## config.mk

```make
export PLATFORM = sky130hd
export DESIGN_NAME = restoring_divider
export DESIGN_NICKNAME = d
export VERILOG_FILES = /design/src/sv/rd_pkg.sv /design/src/sv/rd_round.sv /design/src/sv/restoring_divider.sv
export SDC_FILE = /design/constraint.sdc
export NUM_CORES = 1
export LEC_CHECK = 0
export ABC_AREA = 1
export BUFFER_PORTS_ARGS = -buffer_cell sky130_fd_sc_hd__buf_4
export CAP_MARGIN = 20
export CORE_MARGIN = 8
export CORE_UTILIZATION = 35
export DETAILED_ROUTE_END_ITERATION = 8
export GPL_ROUTABILITY_DRIVEN = 1
export PLACE_DENSITY = 0.52
export SYNTH_ARGS = -nofsm -noshare
export SYNTH_HDL_FRONTEND = slang
export SYNTH_SLANG_ARGS = --single-unit
```

## constraint.sdc

```tcl
create_clock -name i_clk -period 1.9 [get_ports i_clk]
set_clock_uncertainty 0.2 [all_clocks]
set_input_delay 0.285 -clock i_clk [delete_from_list [all_inputs] [get_ports i_clk]]
set_output_delay 0.285 -clock i_clk [all_outputs]
set_load 0.02 [all_outputs]
```

## src/sv/rd_pkg.sv

```systemverilog
// Shared types and constants of the restoring divider.
`timescale 1ns / 1ps

package rd_pkg;

    // Width of every operand and result field on the ports.
    localparam int FIELD_W = 8;

    // One operand pair.
    typedef struct packed {
        logic [FIELD_W-1:0] dividend;
        logic [FIELD_W-1:0] divisor;
    } t_in;

    // One division result.
    typedef struct packed {
        logic [FIELD_W-1:0] quotient;
        logic [FIELD_W-1:0] remainder;
        logic               div_by_zero;
    } t_out;

    // Control bits that travel alongside the data of each pipeline stage.
    typedef struct packed {
        logic valid;
        logic dz;
    } t_ctl;

endpackage

```

## src/sv/rd_round.sv

```systemverilog
// One registered round of the restoring division pipeline.
`timescale 1ns / 1ps

module rd_round #(
    parameter int WIDTH = 8
) (
    input  logic               i_clk,
    input  logic               i_rst_n,
    input  rd_pkg::t_ctl       i_ctl,
    input  logic [WIDTH-1:0]   i_acc,
    input  logic [WIDTH-1:0]   i_quo,
    input  logic [WIDTH-1:0]   i_dvs,
    output rd_pkg::t_ctl       o_ctl,
    output logic [WIDTH-1:0]   o_acc,
    output logic [WIDTH-1:0]   o_quo,
    output logic [WIDTH-1:0]   o_dvs
);

    rd_pkg::t_ctl     r_ctl;
    logic [WIDTH-1:0] r_acc;
    logic [WIDTH-1:0] r_quo;
    logic [WIDTH-1:0] r_dvs;

    logic [WIDTH:0]   shifted;
    logic [WIDTH:0]   diff;
    logic [WIDTH-1:0] n_acc;
    logic [WIDTH-1:0] n_quo;

    // The partial remainder stays below the divisor, so its shifted value
    // minus the divisor always fits a WIDTH+1 bit two's complement word.
    always_comb begin
        shifted = {i_acc, i_quo[WIDTH-1]};
        diff    = shifted - {1'b0, i_dvs};
        if (diff[WIDTH]) begin
            n_acc = shifted[WIDTH-1:0];
            n_quo = {i_quo[WIDTH-2:0], 1'b0};
        end else begin
            n_acc = diff[WIDTH-1:0];
            n_quo = {i_quo[WIDTH-2:0], 1'b1};
        end
    end

    always_ff @(posedge i_clk) begin
        if (!i_rst_n) begin
            r_ctl <= '0;
        end else begin
            r_ctl <= i_ctl;
        end
        r_acc <= n_acc;
        r_quo <= n_quo;
        r_dvs <= i_dvs;
    end

    assign o_ctl = r_ctl;
    assign o_acc = r_acc;
    assign o_quo = r_quo;
    assign o_dvs = r_dvs;

endmodule

```

## src/sv/restoring_divider.sv

```systemverilog
// Top level of the pipelined unsigned restoring divider.
`timescale 1ns / 1ps

// Usage:
// An item (dividend and divisor) is taken at a rising clock edge where
// start is high and busy is low. Busy is low whenever reset is released,
// so one item can be taken in every cycle.
// Each item runs through an input register, WIDTH round stages (one
// shift and subtract per stage) and an output register. Its result sits
// on o_result for exactly one cycle, marked by o_strobe, when it leaves
// the output register. Results leave in the order items came in, one
// per item.
// Throughput is one item per clock; the pipeline holds WIDTH + 2 items
// in flight at most.
// A zero divisor raises div_by_zero and gives zero quotient and remainder.
// Operand bits above WIDTH are ignored; result bits above the 8-bit
// fields are dropped.
// A synchronous reset clears every valid bit, so items in flight are
// dropped and no strobe follows. Busy is high while reset is held.
// The receiver cannot stall, so the pipeline never holds back.
module restoring_divider #(
    parameter int WIDTH = 8
) (
    input  logic          i_clk,
    input  logic          i_rst_n,
    input  logic          start,
    output logic          busy,
    input  rd_pkg::t_in   i_item,
    output logic          o_strobe,
    output rd_pkg::t_out  o_result
);

    localparam int EXT_W = WIDTH + rd_pkg::FIELD_W;

    // Pipeline stage signals; stage 0 is the input register.
    rd_pkg::t_ctl     ctl_s [0:WIDTH];
    logic [WIDTH-1:0] acc_s [0:WIDTH];
    logic [WIDTH-1:0] quo_s [0:WIDTH];
    logic [WIDTH-1:0] dvs_s [0:WIDTH];

    rd_pkg::t_ctl     r_in_ctl;
    logic [WIDTH-1:0] r_in_dvd;
    logic [WIDTH-1:0] r_in_dvs;

    logic             r_out_valid;
    rd_pkg::t_out     r_out;

    logic             accept;
    logic [EXT_W-1:0] dvd_ext;
    logic [EXT_W-1:0] dvs_ext;
    logic [WIDTH-1:0] dvd_w;
    logic [WIDTH-1:0] dvs_w;
    logic [EXT_W-1:0] quo_ext;
    logic [EXT_W-1:0] rem_ext;
    rd_pkg::t_out     n_out;

    assign busy   = !i_rst_n;
    assign accept = start && !busy;

    // Fit the 8-bit fields to WIDTH bits: zero extend, then keep the low
    // WIDTH bits, which also masks off anything above WIDTH.
    assign dvd_ext = {{WIDTH{1'b0}}, i_item.dividend};
    assign dvs_ext = {{WIDTH{1'b0}}, i_item.divisor};
    assign dvd_w   = dvd_ext[WIDTH-1:0];
    assign dvs_w   = dvs_ext[WIDTH-1:0];

    always_ff @(posedge i_clk) begin
        if (!i_rst_n) begin
            r_in_ctl <= '0;
        end else begin
            r_in_ctl.valid <= accept;
            r_in_ctl.dz    <= (dvs_w == '0);
        end
        r_in_dvd <= dvd_w;
        r_in_dvs <= dvs_w;
    end

    // The partial remainder starts at zero and the dividend register
    // doubles as the quotient register.
    assign ctl_s[0] = r_in_ctl;
    assign acc_s[0] = '0;
    assign quo_s[0] = r_in_dvd;
    assign dvs_s[0] = r_in_dvs;

    for (genvar k = 0; k < WIDTH; k++) begin : g_round
        rd_round #(
            .WIDTH (WIDTH)
        ) u_round (
            .i_clk   (i_clk),
            .i_rst_n (i_rst_n),
            .i_ctl   (ctl_s[k]),
            .i_acc   (acc_s[k]),
            .i_quo   (quo_s[k]),
            .i_dvs   (dvs_s[k]),
            .o_ctl   (ctl_s[k+1]),
            .o_acc   (acc_s[k+1]),
            .o_quo   (quo_s[k+1]),
            .o_dvs   (dvs_s[k+1])
        );
    end

    // Fit the WIDTH-bit results back to the 8-bit fields. A zero divisor
    // still runs through the rounds, and its result is replaced here.
    assign quo_ext = {{rd_pkg::FIELD_W{1'b0}}, quo_s[WIDTH]};
    assign rem_ext = {{rd_pkg::FIELD_W{1'b0}}, acc_s[WIDTH]};

    always_comb begin
        if (ctl_s[WIDTH].dz) begin
            n_out.quotient  = '0;
            n_out.remainder = '0;
        end else begin
            n_out.quotient  = quo_ext[rd_pkg::FIELD_W-1:0];
            n_out.remainder = rem_ext[rd_pkg::FIELD_W-1:0];
        end
        n_out.div_by_zero = ctl_s[WIDTH].dz;
    end

    always_ff @(posedge i_clk) begin
        if (!i_rst_n) begin
            r_out_valid <= 1'b0;
        end else begin
            r_out_valid <= ctl_s[WIDTH].valid;
        end
        r_out <= n_out;
    end

    assign o_strobe = r_out_valid;
    assign o_result = r_out;

    // An accepted item shows up in the input register on the next cycle.
    a_accept_enters: assert property (@(posedge i_clk) disable iff (!i_rst_n)
        accept |=> ctl_s[0].valid)
        else $error("accepted item did not enter the pipeline");

    // An item in the last round reaches the output register in the next cycle.
    a_last_to_out: assert property (@(posedge i_clk) disable iff (!i_rst_n)
        ctl_s[WIDTH].valid |=> o_strobe)
        else $error("finished item was not presented");

    // Nothing is presented unless the last round held an item.
    a_no_invented: assert property (@(posedge i_clk) disable iff (!i_rst_n)
        o_strobe |-> $past(ctl_s[WIDTH].valid))
        else $error("strobe without an item in the last round");

    // A zero divisor yields zero quotient and remainder.
    a_dz_zero: assert property (@(posedge i_clk) disable iff (!i_rst_n)
        (o_strobe && o_result.div_by_zero) |->
            (o_result.quotient == '0 && o_result.remainder == '0))
        else $error("divide by zero result is not zero");

    // Reset leaves no strobe behind.
    a_reset_quiet: assert property (@(posedge i_clk)
        !i_rst_n |=> !o_strobe)
        else $error("strobe right after reset");

endmodule
```

==> flow_metrics.py <==
metrics = {
    "logic_synthesis": {
        "yosysMostFrequentCell": "nand2_1",
        "netlist_instances": 1086,
        "synthTopCellsByArea": "dfxtp_1, nand2_1, inv_1",
        "yosysTopAreaCell": "dfxtp_1",
        "yosysSeqAreaShare": 0.495,
        "yosysTopAreaCellShare": 0.495,
        "synthFlopType": "dfxtp_1",
        "synth_common_cells": "nand2_1, dfxtp_1, inv_1",
        "synth.ff_latch_count": 236,
        "syn_avg_cell_area_um2": 8.79,
        "syn_area_um2": 9550,
        "yosys_warnings": 0,
        "yosys.cell_types.count": 29,
        "ys_async_sr_fraction": 0,
        "synth-edff-count": 0,
    },
    "timing": {
        "slew_violations": 0,
        "setup_ws_ns": 0.0173,
        "max_freq_mhz": 531,
        "finalCritPeriodShare": 0.991,
        "finalHoldViolations": 0,
        "rsz0062_at_grt": "yes",
        "setup_viol": 0,
        "period_needed_ns": 1.88,
    },
    "route": {
        "wl_um": 19400,
        "drt_pass1_iterations": 6,
        "wl_per_cell_um": 12.1,
        "ant_nets": 0,
        "drtIter0Drc": 306,
        "vias_per_cell": 4.26,
        "vias": 6836,
        "drcViolationCount": 0,
    },
    "cells_and_area": {
        "nets": 1329,
        "n_antenna_cell": 0,
        "fin_util": 0.470,
        "area_growth_pct": 32.5,
        "drive_gt1_frac": 0.311,
    },
    "clock_tree": {
        "cts_tree": "built",
        "cts_root_buf": "clkbuf_16",
        "cts-buffers-inserted": 26,
        "clk_pin_slew_worst_paths_ns": 0.06,
        "clock-sinks": 236,
        "clock_latency_ns": 0.53,
        "cts.htree.levels": 1,
        "clockBufferDepth": 3,
    },
    "global_routing": {
        "grtUsageMet3": 0.0229,
        "track_usage": 0.115,
        "top_usage_layer": "met2",
        "first_global_vias": 6654,
        "met2_usage": 0.190,
        "grt_pass1_wl_um": 31800,
        "use_met1": 0.150,
        "overflow": 0,
        "antenna_found_initial": 0,
        "grt_start_max_net_pins": 20,
    },
    "power_and_ir_drop": {
        "p_sw_frac": 0.372,
        "p_total_w": 0.0197,
        "peakVddDrop_mv": 0.684,
        "p_seq_frac": 0.337,
        "leakage_nw": 6.33,
        "comb_power_share": 0.415,
        "p_sw_w": 0.00734,
        "power_density_nw_per_um2": 1560,
        "clockPowerShare": 0.248,
        "p_int_w": 0.0124,
    },
    "setup_path": {
        "critPathMaxFanout": 7,
        "worstPathRequired_ns": 2.16,
        "r2r-end": "g_round[3].u_round.o_acc[2]",
        "rrSetupSlack_ns": 0.02,
        "path_class": "flop to flop",
        "reg2reg_depth": 12,
        "endpoint_kind": "flop",
        "worstPathArrival_ns": 2.15,
        "timing.rr.start": "g_round[2].u_round.o_quo[7]",
        "crit_path_start_kind": "flop",
    },
    "floorplanning": {
        "fp.dieW_um": 181,
        "start_util": 0.355,
        "core_um2": 26900,
        "rows": 60,
        "dieArea_um2": 32800,
        "die_y_um": 181,
        "ioPinCount": 38,
    },
    "min_path": {
        "min_from": "r_in_dvd[2]",
        "hold_depth": 0,
        "hp-class": "flop to flop",
        "min_to": "g_round[0].u_round.o_quo[3]",
    },
    "run_status": {
        "outcome": "finished, final reports clean",
    },
    "placed_design": {
        "dpl_worst_slack_ns": -0.131,
        "io_buffers": 37,
        "gp_congestion": 0.804,
        "dp.final_hpwl_um": 13600,
    },
    "job": {
        "drv_cap": 0,
    },
}
==> state kept, by name, indices dropped and copies added (netlist names) <==
signal,cells
g_round.u_round.o_dvs,56
ctl_s,2
g_round.u_round.o_acc,64
r_in_dvs,8
g_round.u_round.o_quo,64
r_in_dvd,8
o_result,17
o_strobe,1
g_round.u_round.o_ctl,16
==> area by class of cell <==
cell class / count / area [um^2]
clock buffer: 35 / 724
clock inverter: 10 / 120
fill: 2569 / 14200
inverter: 205 / 769
multi-input combinational: 659 / 4860
sequential: 236 / 4760
tap: 341 / 427
timing repair buffer: 117 / 987
==> worst max-delay path, cell delays in order (launching register included) <==
cell	delay, ns
dfxtp_2	0.33
inv_2	0.06
ha_4	0.11
inv_2	0.03
fa_2	0.34
nand2_2	0.09
nand2_4	0.06
nand3_4	0.11
nand2_4	0.08
nand2_8	0.13
buf_12	0.13
nand3_2	0.06
nand2_2	0.06
==> placed cells by master (no fill, tap or decap), drive strengths merged <==
master	instances
xor2	12
fa	7
conb	3
clkbuf	35
nand3b	9
dfxtp	236
inv	206
clkinvlp	2
nor2	51
buf	98
clkinv	5
a21oi	19
xnor2	9
o21ai	1
nand2	366
dlygate4sd3	19
nor3	2
nand3	106
nand4	5
or2	9
bufinv	2
nor4	2
ha	58
==> cells by family after synthesis <==
family | count (synthesis) | share of synthesized area
AO/OA/AOI/OAI | 20 | 0.0187
XOR/XNOR | 21 | 0.0193
adder cells (fa/ha/maj) | 65 | 0.0907
buffers and inverters | 209 | 0.0822
flip-flops | 236 | 0.495
other | 1 | 0.000393
AND/OR/NAND/NOR | 534 | 0.294
==> routing by layer <==
layer / share of wire / up-vias
met2: 0.47 / 83
met4: 0.021 / 0
met3: 0.034 / 30
li1: - / 3654
met5: 0 / -
met1: 0.48 / 3069
==> what timing repair did <==
item	CTS	global route
hold buffers	19	0
endpoints found under the setup margin	54	59
pin swaps	33	74
setup buffers	9	6
endpoints found under the hold margin	35	0
gates cloned	7	9
resized for setup	46	108
==> worst max path at each step <==
stage                                        to                         from  depth (start not counted)  slack, ns
floorplan           g_round[7].u_round.o_acc[5]  g_round[6].u_round.o_quo[7]                         12       0.06
global route        g_round[6].u_round.o_acc[3]  g_round[5].u_round.o_quo[7]                         12      -0.06
CTS                 g_round[3].u_round.o_acc[0]  g_round[2].u_round.o_quo[7]                         12      -0.02
global placement    g_round[6].u_round.o_acc[5]  g_round[5].u_round.o_dvs[0]                         11      -0.12
finish              g_round[3].u_round.o_acc[2]  g_round[2].u_round.o_quo[7]                         12       0.02
detailed placement  g_round[6].u_round.o_acc[5]  g_round[5].u_round.o_dvs[0]                         11      -0.13
==> power by group through the flow <==
stage / Sequential (W) / Clock, W / Combinational (W)
2_1_floorplan: 0.00662 / 0 / 0.00492
3_3_place_gp: 0.00665 / 0 / 0.00665
3_5_place_dp: 0.00664 / 0 / 0.00670
4_1_cts: 0.00655 / 0.00508 / 0.00725
5_1_grt: 0.00677 / 0.00532 / 0.00912
6_report: 0.00666 / 0.00489 / 0.00819
==> stage by stage <==
step                      setup TNS (ns)  hold WS, ns  instances  cell area [um^2]
final                                  0        0.123       1603             12600
after detailed placement           -3.41        0.112       1508             10600
after floorplan                        0        0.110       1088              9550
after global routing               -2.00        0.128       1603             12600
after CTS                        -0.0253        0.122       1588             12000
after global placement             -2.94        0.111       1508             10600
Note: power is estimated with default switching activity, not from simulation.
